--- config.mk ---
export PLATFORM = sky130hd
export DESIGN_NAME = circular_fifo_with_search_top_flat
export DESIGN_NICKNAME = d
export VERILOG_FILES = /design/src/rtl/cfs_pkg.sv /design/src/rtl/cfs_ifs.sv /design/src/rtl/cfs_ram.sv /design/src/rtl/circular_fifo_with_search_top.sv /design/src/flat_wrapper.sv
export SDC_FILE = /design/constraint.sdc
export NUM_CORES = 1
export LEC_CHECK = 0
export ABC_AREA = 0
export BUFFER_PORTS_ARGS = -buffer_cell sky130_fd_sc_hd__buf_2
export CAP_MARGIN = 30
export CORE_ASPECT_RATIO = 1.2
export CORE_UTILIZATION = 61
export CTS_BUF_LIST = sky130_fd_sc_hd__clkbuf_4
export DETAILED_ROUTE_END_ITERATION = 6
export PLACE_DENSITY_LB_ADDON = 0.3
export SLEW_MARGIN = 20
export SYNTH_ARGS = -nofsm -noshare
export SYNTH_HDL_FRONTEND = slang
export SYNTH_SLANG_ARGS = --single-unit
--- constraint.sdc ---
create_clock -name clk -period 9.43 [get_ports clk]
set_input_delay 0.943 -clock clk [delete_from_list [all_inputs] [get_ports clk]]
set_output_delay 0.943 -clock clk [all_outputs]
set_load 0.005 [all_outputs]
--- src/rtl/cfs_pkg.sv ---
`default_nettype none

package cfs_pkg;

	localparam int CMD_W    = 2;
	localparam int DATA_W   = 32;
	localparam int STATUS_W = 3;
	localparam int POS_W    = 5;
	localparam int LEN_W    = 5;

	localparam logic [CMD_W-1:0] CMD_ENQ    = 2'd0;
	localparam logic [CMD_W-1:0] CMD_DEQ    = 2'd1;
	localparam logic [CMD_W-1:0] CMD_SEARCH = 2'd2;
	localparam logic [CMD_W-1:0] CMD_DUMP   = 2'd3;

	localparam logic [STATUS_W-1:0] ST_DONE       = 3'd0;
	localparam logic [STATUS_W-1:0] ST_FULL       = 3'd1;
	localparam logic [STATUS_W-1:0] ST_EMPTY      = 3'd2;
	localparam logic [STATUS_W-1:0] ST_MATCH      = 3'd3;
	localparam logic [STATUS_W-1:0] ST_NOMATCH    = 3'd4;
	localparam logic [STATUS_W-1:0] ST_ELEM       = 3'd5;
	localparam logic [STATUS_W-1:0] ST_DUMP_EMPTY = 3'd6;

	typedef struct packed {
		logic [STATUS_W-1:0]      status;
		logic [POS_W-1:0]         position;
		logic signed [DATA_W-1:0] data;
		logic                     last;
	} rsp_t;

endpackage

`default_nettype wire

--- src/rtl/cfs_ifs.sv ---
`default_nettype none

interface cfs_req_if;
	logic                              valid;
	logic                              ready;
	logic [cfs_pkg::CMD_W-1:0]         cmd;
	logic signed [cfs_pkg::DATA_W-1:0] value;

	modport source (output valid, output cmd, output value, input ready);
	modport sink (input valid, input cmd, input value, output ready);
endinterface

interface cfs_rsp_if;
	logic                              valid;
	logic                              ready;
	logic [cfs_pkg::STATUS_W-1:0]      status;
	logic [cfs_pkg::POS_W-1:0]         position;
	logic signed [cfs_pkg::DATA_W-1:0] data;
	logic                              last;

	modport source (output valid, output status, output position, output data, output last,
		input ready);
	modport sink (input valid, input status, input position, input data, input last,
		output ready);
endinterface

`default_nettype wire

--- src/rtl/cfs_ram.sv ---
`default_nettype none

module cfs_ram #(
	parameter int DEPTH = 16
) (
	input  wire logic                          clk,
	input  wire logic                          we,
	input  wire logic [$clog2(DEPTH)-1:0]      waddr,
	input  wire logic [cfs_pkg::DATA_W-1:0]    wdata,
	input  wire logic                          re,
	input  wire logic [$clog2(DEPTH)-1:0]      raddr,
	output      logic [cfs_pkg::DATA_W-1:0]    rdata
);

	logic [cfs_pkg::DATA_W-1:0] mem [DEPTH];

	always_ff @(posedge clk) begin
		if (we) begin
			mem[waddr] <= wdata;
		end
	end

	// read data holds while no read is issued
	always_ff @(posedge clk) begin
		if (re) begin
			rdata <= mem[raddr];
		end
	end

endmodule

`default_nettype wire

--- src/rtl/circular_fifo_with_search_top.sv ---
`default_nettype none

// Ring-buffer queue of signed 32-bit words held in one synchronous memory of DEPTH entries,
// of which the first queue_length (clamped to 1..DEPTH) are in use; writing queue_length
// empties the queue. Every request yields one or more results on rsp, the final one marked
// by last. Enqueue and dequeue can run back to back while results are taken. Search and
// dump walk the occupied entries through the single memory read port, one entry per cycle
// while rsp is not stalled; a stalled rsp channel holds the walk, and no new request is
// taken until the final result is loaded. Either on an empty queue gives a single result.
// No clearing pass is needed after reset.
module circular_fifo_with_search_top #(
	parameter int DEPTH = 16
) (
	input  wire logic                        clk,
	input  wire logic                        arst_n,
	input  wire logic                        cfg_we,
	input  wire logic [cfs_pkg::LEN_W-1:0]   cfg_wdata,
	cfs_req_if.sink                          req,
	cfs_rsp_if.source                        rsp
);

	localparam int PW    = $clog2(DEPTH);
	localparam int NW    = $clog2(DEPTH + 1);
	localparam int RST_N = (16 > DEPTH) ? DEPTH : 16;

	typedef enum logic [2:0] {
		S_IDLE  = 3'b001,
		S_WALK  = 3'b010,
		S_FLUSH = 3'b100
	} state_t;

	state_t state_q;

	logic [PW-1:0] head_q, tail_q, rd_ptr_q;
	logic          full_q;
	logic [NW-1:0] n_q, remain_q, pos_q;
	logic [NW-1:0] occ, cfg_n;
	logic          dump_q;
	logic [cfs_pkg::DATA_W-1:0] val_q;

	logic          valid_s1, last_s1;
	logic [NW-1:0] pos_s1;
	logic          pend_valid_q;
	logic [NW-1:0] pend_pos_q;

	logic          out_valid_q;
	cfs_pkg::rsp_t out_q, out_next;
	logic          out_load, out_free;

	logic          req_fire, is_full, ring_empty, hit_s1, s1_take, issue, ram_we;
	logic [PW-1:0] tail_adv, head_adv, rd_adv;
	logic [cfs_pkg::DATA_W-1:0] rdata;

	function automatic logic [PW-1:0] adv(input logic [PW-1:0] i, input logic [NW-1:0] n);
		logic [NW-1:0] nx;
		nx = NW'(i) + NW'(1);
		return (nx == n) ? '0 : PW'(nx);
	endfunction

	cfs_ram #(
		.DEPTH (DEPTH)
	) u_ram (
		.clk   (clk),
		.we    (ram_we),
		.waddr (tail_q),
		.wdata (req.value),
		.re    (issue),
		.raddr (rd_ptr_q),
		.rdata (rdata)
	);

	always_comb begin
		if (cfg_wdata == '0) begin
			cfg_n = NW'(1);
		end else if (int'(cfg_wdata) > DEPTH) begin
			cfg_n = NW'(DEPTH);
		end else begin
			cfg_n = NW'(cfg_wdata);
		end
	end

	assign is_full    = (head_q == tail_q) && full_q;
	assign ring_empty = (head_q == tail_q) && !full_q;
	// modular difference stays below n unless full
	assign occ = is_full ? n_q
		: NW'(NW'(tail_q) - NW'(head_q) + ((tail_q < head_q) ? n_q : NW'(0)));

	assign tail_adv = adv(tail_q, n_q);
	assign head_adv = adv(head_q, n_q);
	assign rd_adv   = adv(rd_ptr_q, n_q);

	assign out_free  = !out_valid_q || rsp.ready;
	assign req.ready = (state_q == S_IDLE) && out_free;
	assign req_fire  = req.valid && req.ready;
	assign ram_we    = req_fire && (req.cmd == cfs_pkg::CMD_ENQ) && !is_full;

	assign hit_s1 = (rdata == val_q);
	// a new match only needs the output when an older match is waiting to go out
	assign s1_take = valid_s1 && (dump_q ? out_free : (!(hit_s1 && pend_valid_q) || out_free));
	assign issue   = (state_q == S_WALK) && (remain_q != '0) && (!valid_s1 || s1_take);

	always_comb begin
		out_load = 1'b0;
		out_next = '{status: cfs_pkg::ST_DONE, position: '0, data: '0, last: 1'b1};
		case (state_q)
			S_IDLE: begin
				if (req_fire) begin
					case (req.cmd)
						cfs_pkg::CMD_ENQ: begin
							out_load = 1'b1;
							out_next.status = is_full ? cfs_pkg::ST_FULL : cfs_pkg::ST_DONE;
						end
						cfs_pkg::CMD_DEQ: begin
							out_load = 1'b1;
							out_next.status = ring_empty ? cfs_pkg::ST_EMPTY : cfs_pkg::ST_DONE;
						end
						cfs_pkg::CMD_SEARCH: begin
							out_load = (occ == '0);
							out_next.status = cfs_pkg::ST_NOMATCH;
						end
						cfs_pkg::CMD_DUMP: begin
							out_load = (occ == '0);
							out_next.status = cfs_pkg::ST_DUMP_EMPTY;
						end
						default: begin
							out_load = 1'b0;
						end
					endcase
				end
			end
			S_WALK: begin
				if (s1_take) begin
					if (dump_q) begin
						out_load = 1'b1;
						out_next = '{status: cfs_pkg::ST_ELEM, position: cfs_pkg::POS_W'(pos_s1),
							data: $signed(rdata), last: last_s1};
					end else if (hit_s1 && pend_valid_q) begin
						out_load = 1'b1;
						out_next = '{status: cfs_pkg::ST_MATCH,
							position: cfs_pkg::POS_W'(pend_pos_q), data: '0, last: 1'b0};
					end
				end
			end
			S_FLUSH: begin
				if (out_free) begin
					out_load = 1'b1;
					if (pend_valid_q) begin
						out_next.status   = cfs_pkg::ST_MATCH;
						out_next.position = cfs_pkg::POS_W'(pend_pos_q);
					end else begin
						out_next.status = cfs_pkg::ST_NOMATCH;
					end
				end
			end
			default: begin
				out_load = 1'b0;
			end
		endcase
	end

	always_ff @(posedge clk or negedge arst_n) begin
		if (!arst_n) begin
			state_q      <= S_IDLE;
			head_q       <= '0;
			tail_q       <= '0;
			full_q       <= 1'b0;
			n_q          <= NW'(RST_N);
			valid_s1     <= 1'b0;
			pend_valid_q <= 1'b0;
			out_valid_q  <= 1'b0;
			remain_q     <= '0;
		end else begin
			if (out_load) begin
				out_valid_q <= 1'b1;
			end else if (rsp.ready) begin
				out_valid_q <= 1'b0;
			end

			case (state_q)
				S_IDLE: begin
					if (req_fire) begin
						case (req.cmd)
							cfs_pkg::CMD_ENQ: begin
								if (!is_full) begin
									tail_q <= tail_adv;
									full_q <= (tail_adv == head_q);
								end
							end
							cfs_pkg::CMD_DEQ: begin
								if (!ring_empty) begin
									head_q <= head_adv;
									full_q <= 1'b0;
								end
							end
							cfs_pkg::CMD_SEARCH, cfs_pkg::CMD_DUMP: begin
								if (occ != '0) begin
									state_q      <= S_WALK;
									remain_q     <= occ;
									pend_valid_q <= 1'b0;
								end
							end
							default: begin
								state_q <= S_IDLE;
							end
						endcase
					end
				end
				S_WALK: begin
					if (issue) begin
						remain_q <= remain_q - NW'(1);
						valid_s1 <= 1'b1;
					end else if (s1_take) begin
						valid_s1 <= 1'b0;
					end
					if (s1_take && !dump_q && hit_s1) begin
						pend_valid_q <= 1'b1;
					end
					if (s1_take && last_s1) begin
						state_q <= dump_q ? S_IDLE : S_FLUSH;
					end
				end
				S_FLUSH: begin
					if (out_free) begin
						state_q <= S_IDLE;
					end
				end
				default: begin
					state_q <= S_IDLE;
				end
			endcase

			// a length write empties the queue
			if (cfg_we) begin
				head_q <= '0;
				tail_q <= '0;
				full_q <= 1'b0;
				n_q    <= cfg_n;
			end
		end
	end

	// walk payload
	always_ff @(posedge clk) begin
		if (req_fire) begin
			rd_ptr_q <= head_q;
			pos_q    <= NW'(1);
			val_q    <= req.value;
			dump_q   <= (req.cmd == cfs_pkg::CMD_DUMP);
		end
		if (issue) begin
			rd_ptr_q <= rd_adv;
			pos_q    <= pos_q + NW'(1);
			pos_s1   <= pos_q;
			last_s1  <= (remain_q == NW'(1));
		end
		if (s1_take && !dump_q && hit_s1) begin
			pend_pos_q <= pos_s1;
		end
		if (out_load) begin
			out_q <= out_next;
		end
	end

	assign rsp.valid    = out_valid_q;
	assign rsp.status   = out_q.status;
	assign rsp.position = out_q.position;
	assign rsp.data     = out_q.data;
	assign rsp.last     = out_q.last;

endmodule

`default_nettype wire
--- src/flat_wrapper.sv ---
// flat-port wrapper written by rule: the top's interface ports become plain ports
module circular_fifo_with_search_top_flat 
#(
	parameter int DEPTH = 16
)
  (clk, arst_n, cfg_we, cfg_wdata, req_valid, req_cmd, req_value, req_ready, rsp_valid, rsp_status, rsp_position, rsp_data, rsp_last, rsp_ready);
  cfs_req_if req_i ();
  cfs_rsp_if rsp_i ();
  input  wire logic clk;
  input  wire logic arst_n;
  input  wire logic cfg_we;
  input  wire logic [cfs_pkg::LEN_W-1:0] cfg_wdata;
  input wire logic [$bits(req_i.valid)-1:0] req_valid;
  input wire logic [$bits(req_i.cmd)-1:0] req_cmd;
  input wire logic [$bits(req_i.value)-1:0] req_value;
  output wire logic [$bits(req_i.ready)-1:0] req_ready;
  output wire logic [$bits(rsp_i.valid)-1:0] rsp_valid;
  output wire logic [$bits(rsp_i.status)-1:0] rsp_status;
  output wire logic [$bits(rsp_i.position)-1:0] rsp_position;
  output wire logic [$bits(rsp_i.data)-1:0] rsp_data;
  output wire logic [$bits(rsp_i.last)-1:0] rsp_last;
  input wire logic [$bits(rsp_i.ready)-1:0] rsp_ready;
  assign req_i.valid = req_valid;
  assign req_i.cmd = req_cmd;
  assign req_i.value = req_value;
  assign req_ready = req_i.ready;
  assign rsp_valid = rsp_i.valid;
  assign rsp_status = rsp_i.status;
  assign rsp_position = rsp_i.position;
  assign rsp_data = rsp_i.data;
  assign rsp_last = rsp_i.last;
  assign rsp_i.ready = rsp_ready;
  circular_fifo_with_search_top #(.DEPTH(DEPTH)) u_core (.clk(clk), .arst_n(arst_n), .cfg_we(cfg_we), .cfg_wdata(cfg_wdata), .req(req_i), .rsp(rsp_i));
endmodule
After elaboration in Yosys (flattened, before gate mapping)
Memory sizes are Yosys's and may differ from the RTL's. A register that Yosys moved wholly into a read port is not among the register bits.
Index checks and enable logic that the tools add are counted.
{"block": "totals", "reg_bits": 119, "n_memories": 1, "mem_bits_rw": 512, "elab_cells": 170, "out_inout_bits": 43, "input_bits": 44}
{"block": "classes", "n_mux": 70, "reduce_logical": 46, "add_sub_neg": 7, "n_lt_le_gt_ge": 2, "eq_ne": 24}
{"name": "u_core.u_ram.mem", "words": 16, "width": 32, "rd": 1, "rd_ports_with_merged_regs": 1, "wr": 1, "line_no": "cfs_ram.sv:15", "rtl": "logic [cfs_pkg::DATA_W-1:0] mem [DEPTH];"}
{"operator": "41-bit 2-to-1 mux", "n": 2}
{"operator": "4-bit 2-to-1 mux", "n": 15}
{"operator": "5-bit 2-to-1 mux", "n": 11}
{"operator": "40-bit 2-to-1 mux", "n": 1}
{"operator": "32-bit equality test", "n": 1}
{"operator": "3-bit 2-to-1 mux", "n": 8}
{"operator": "1-bit 2-to-1 mux", "n": 22}
{"operator": "5-bit case mux with 2 select lines", "n": 2}
{"operator": "5-bit AND reduction", "n": 4}
{"operator": "3-bit case mux with 3 select lines", "n": 2}
{"operator": "2-bit nonzero test", "n": 8}
{"operator": "4-bit by 1-bit adder with 5-bit output (second input constant)", "n": 3}
{"operator": "5-bit equality test", "n": 3}
{"operator": "1-bit logical AND", "n": 13}
{"operator": "2-bit != test (second input constant)", "n": 6}
{"operator": "3-bit case mux with 4 select lines", "n": 1}
{"operator": "5-bit logical NOT", "n": 2}
{"operator": "5-bit nonzero test", "n": 2}
{"operator": "4-bit equality test", "n": 2}
{"operator": "8-bit 2-to-1 mux", "n": 1}
{"operator": "4-bit AND reduction", "n": 2}
{"operator": "1-bit logical NOT", "n": 6}
{"operator": "2-bit by 1-bit != test with 1-bit output (second input constant)", "n": 3}
{"operator": "3-bit != test (second input constant)", "n": 2}
{"operator": "other kinds (20)", "n": 27}

Logic depth before layout (Yosys ltp)
{"block": "depth", "depth_word": 10, "ltp_mapped": 18, "depth_no_buf": 17}

Hierarchy
Synthesis repeated with hierarchy kept, for this count alone.
{"block": "hier_totals", "hier_cells": 1338, "hier_area_um2": 26177.6}
{"mod": "cfs_ram", "cells_per_inst": 838, "seq_area_each_um2": 16335.7, "instances": 1, "area_each_um2": 20155.6}
{"mod": "circular_fifo_with_search_top", "cells_per_inst": 500, "seq_area_each_um2": 3450.8, "instances": 1, "area_each_um2": 6022.0}

Least setup slack after synthesis
Ideal clock, no wire load.
{"block": "synth_path", "kind": "reg-to-reg", "startpoint": "reg u_core.head_q[2]", "endpoint": "reg u_core.out_q (netlist bit u_core.rsp.data[0]), enable pin", "period_less_slack_ns": 4.714, "t_required_ns": 9.030, "stages_incl_launch_ff": 18, "n_path_buf": 1, "setup_ns": 0.400, "path_slack_ns": 4.716, "arrival_time_ns": 4.314, "cell_sequence": "dfrtp_1 -> clkbuf_1 -> inv_1 -> ha_1 -> o21a_1 -> o21a_1 -> nor2_1 -> nand2_1 -> fa_1 -> inv_1 -> ha_1 -> a21o_1 -> a21oi_1 -> xnor2_1 -> nor4_1 -> nand3_1 -> a31oi_1 -> or3_1"}
{"block": "synth_via", "elab_chain_len": 8, "word_cells_on_any_way": 11, "cone_classes": "add/sub (2); order compare (1); eq/ne (1); mux (5); reduce/logical (2)"}
{"item": "start: declaration", "line_no": "circular_fifo_with_search_top.sv:34", "rtl": "logic [PW-1:0] head_q, tail_q, rd_ptr_q;"}
{"item": "start signal: assignment", "line_no": "circular_fifo_with_search_top.sv:191", "rtl": "head_q <= head_adv;"}
{"item": "4-bit less-than comparator", "line_no": "circular_fifo_with_search_top.sv:86", "rtl": ": NW'(NW'(tail_q) - NW'(head_q) + ((tail_q < head_q) ? n_q : NW'(0)));"}
{"item": "5-bit 2-to-1 mux", "line_no": "circular_fifo_with_search_top.sv:86"}
{"item": "5-bit adder", "line_no": "circular_fifo_with_search_top.sv:86"}
{"item": "5-bit 2-to-1 mux (*)", "line_no": "circular_fifo_with_search_top.sv:85", "rtl": "assign occ = is_full ? n_q"}
{"item": "5-bit logical NOT (*)", "line_no": "circular_fifo_with_search_top.sv:118, circular_fifo_with_search_top.sv:122"}
{"item": "1-bit case mux with 2 select lines (*)", "line_no": "circular_fifo_with_search_top.sv:108", "rtl": "case (req.cmd)"}
{"item": "1-bit 2-to-1 mux (*)", "line_no": "circular_fifo_with_search_top.sv:107", "rtl": "if (req_fire) begin"}
{"item": "1-bit case mux with 3 select lines (*)", "line_no": "circular_fifo_with_search_top.sv:105", "rtl": "case (state_q)"}
{"item": "via u_core.out_load", "line_no": "circular_fifo_with_search_top.sv:48", "rtl": "logic out_load, out_free;"}
{"item": "end signal: assignment", "line_no": "circular_fifo_with_search_top.sv:260", "rtl": "out_q <= out_next;"}
{"item": "end: declaration", "line_no": "circular_fifo_with_search_top.sv:47", "rtl": "cfs_pkg::rsp_t out_q, out_next;"}
The timed path passes the listed nets; every way through them passes the cells marked *.
A chain may end at the register's enable or synchronous reset.

Final worst setup path
{"block": "layout_path", "startpoint": "reg u_core.head_q[1]", "endpoint": "reg u_core.out_q (netlist bit u_core.rsp.data[27]), enable pin"}
The elaborated chain is that of the path after synthesis.

==> impl_metrics.tcl <==
set metrics [dict create \
    status "completed" \
    cts_resized 0 \
    startpoint_type "register" \
    grt_pass1_wl_mm 84.01 \
    rsz0062_at_grt "false" \
    syn_nets 1319 \
    synth_warnings 0 \
    grt_pass1_vias 13793 \
    tns_ns 0 \
    routabilityCongestion 0.9325 \
    first_pass_iters 7 \
    worstSetupPathType "register to register" \
    path_depth 18 \
    hold_viol 0 \
    clkTransAtPathRegs_ns 0.07 \
    timing.rr.start "u_core.head_q[1]" \
    drc 0 \
    die_x_um 190.9 \
    worstPathRequired_ns 9.96 \
    rrSetupSlack_ns 4.56 \
    vdd_drop_max_uv 146.5 \
    critPathLaunch "u_core.head_q[1]" \
    grt-ovfl-total 0 \
    ys_seq_area_share_pct 75.77 \
    htree_num_levels 4 \
    dieArea_mm2 0.04364 \
    yosys_register_bits 663 \
    syn_area_mm2 0.02611 \
    root_buffer "clkbuf_4" \
    fmax_mhz 205.3 \
    synth_area_per_cell_um2 20.82 \
    wirelength_mm 55.80 \
    via_per_inst 6.190 \
    synth_flop_cell "edfxtp_1" \
    setup_viol 0 \
    reg2reg_to "u_core.rsp.data[27]" \
    worst_pin_slew_ns 0.9946 \
    p_leak_nw 9.718 \
    hold_buffers 0 \
    die_h_um 228.6 \
    rows 82 \
    final_cell_mix "edfxtp_1 (638), clkbuf_4 (235), mux4_2 (160), buf_2 (86), xnor2_1 (45)" \
    start_util_pct 62.23 \
    yosysUniqueCellTypes 63 \
    cts.sinks 663 \
    synth-async-reset-ratio_pct 3.771 \
    cts_buffers 156 \
    clockBufferDepth 3 \
    cp_max_fo 26 \
    slowest_delay_ns 0.55 \
    drv_cap 0 \
    slowest_stage "fa_1" \
    antenna_found_initial 3 \
    powerDensity_mw_per_mm2 211.4 \
    holdWs_ns 0.1134 \
    ioPinCount 87 \
    cp_top_family "simple AND/OR/NAND/NOR gates" \
    clock_skew_ns 0.04255 \
    min_period_over_period_pct 51.66 \
    final_max_slew_viol_count 0 \
    synth_cells 1254 \
    clkLatencyLatePin_ns 0.86 \
    cts_tree "yes" \
    grt_use_total_pct 26.94 \
    ant_nets 0 \
    min_period_ns 4.872 \
    vias 13252 \
    slew_headroom_pct 33.08 \
    grt_start_max_net_pins 107 \
    core_mm2 0.04196 \
    nets 1538 \
    hold_path.class "input pin to async pin" \
    final_common_cell "edfxtp_1" \
    drt-initial-drc-count 1128 \
    io_buffer_count 86 \
    wire_per_inst_um 26.06 \
    cp_cell_sequence "inv_1 > ha_1 > nor2b_1 > o21a_1 > o21a_1 > nor2_1 > nand2_1 > fa_1 > inv_1 > ha_1 > a21o_1 > a21oi_1 > xnor2_1 > nor4_1 > nand3_1 > a31oi_1 > or3_2 > buf_12" \
    r2r_cells 18 \
    synth_edf_count 638 \
    endpoint "u_core.rsp.data[27]" \
    cp.arrival_ns 5.41 \
    crit_path_end_kind "register" \
    area_delta_synth_final_pct 12.66 \
    hpwl_mm 30.91 \
    drive_gt1_share_pct 35.05 \
    crit_buf_inv 3 \
    cts_setup_buffers 0 \
]
## flip-flops by register name (all words and copies together), names as in the netlist, 5 cells and up
signal	cells
u_core.n_q	5
u_core.rsp.position	5
u_core.u_ram.rdata	32
u_core.rsp.data	32
u_core.u_ram.mem	512
u_core.pos_s1	5
u_core.remain_q	5
u_core.pos_q	5
u_core.pend_pos_q	5
u_core.val_q	32
## per-layer routing
| metal | wire (µm) | global-route usage [%] | share of wire (%) | up-vias |
|---|---|---|---|---|
| li1 | - | - | - | 5686 |
| met1 | 20440 | 34.45 | 37 | 6817 |
| met2 | 29750 | 45.31 | 53 | 635 |
| met3 | 4107 | 5.435 | 7.4 | 112 |
| met4 | 1500 | 10.93 | 2.7 | 2 |
| met5 | 11 | 0 | 0.020 | - |
## synth_stat cells, types with 17 or more instances
library cell    n  share of area (%)
dfrtp_1        23                2.2
o21ai_0        24               0.46
mux4_2        160                 14
edfxtp_1      638                 73
ha_1           17               0.81
xnor2_1        45                1.5
inv_1          32               0.46
and2_1         36               0.86
clkbuf_1       34               0.49
nor2_1         35               0.50
nand2_1        30               0.43
## layout make-up
cell class	instances	area, µm²
Antenna cell	3	7.507
Timing Repair Buffer	114	698.2
Clock buffer	235	1764
Inverter	32	120.1
Fill cell	2566	12540
Multi-Input combinational cell	506	6101
Tap cell	546	683.2
Sequential cell	663	19790
Clock inverter	42	259.0
## where the power goes
| group | internal, mW | switching (mW) |
|---|---|---|
| Combinational | 0.258 | 0.300 |
| Clock | 1.22 | 1.06 |
| Sequential | 3.32 | 0.0495 |
| Total | 4.81 | 1.41 |
## cells by family after synthesis
kind of cell             after synthesis  synth area share (%)
buffers and inverters                 85                 1.332
XOR/XNOR                              53                 1.830
AO/OA/AOI/OAI                         85                 2.252
AND/OR/NAND/NOR                      184                 3.771
flip-flops                           663                 75.77
adder cells (fa/ha/maj)               21                 1.121
multiplexers                         163                 13.92
## worst min-delay path by stage
stage / endpoint / slack [ns] / depth (start not counted)
after floorplan: u_core.pend_pos_q[0] / 0.43 / 0
after global placement: u_core.pend_pos_q[3] / 0.44 / 0
after detailed placement: u_core.pend_pos_q[2] / 0.44 / 0
after CTS: u_core.n_q[2] / 0.06 / 1
after global routing: u_core.remain_q[4] / 0.11 / 1
final: u_core.head_q[3] / 0.11 / 1
## stage by stage
step	util, %	area [µm²]	std cells	setup WS [ns]	total power [mW]
finish	70.11	29420	2141	4.558	6.218
global route	70.10	29420	2140	4.195	6.474
CTS	70.09	29410	2138	4.601	6.283
detailed placement	65.27	27390	1861	4.639	4.000
global placement	65.09	27310	1858	4.461	3.977
floorplan	-	26110	1254	4.716	3.793
(Power assumes the default switching activity.)
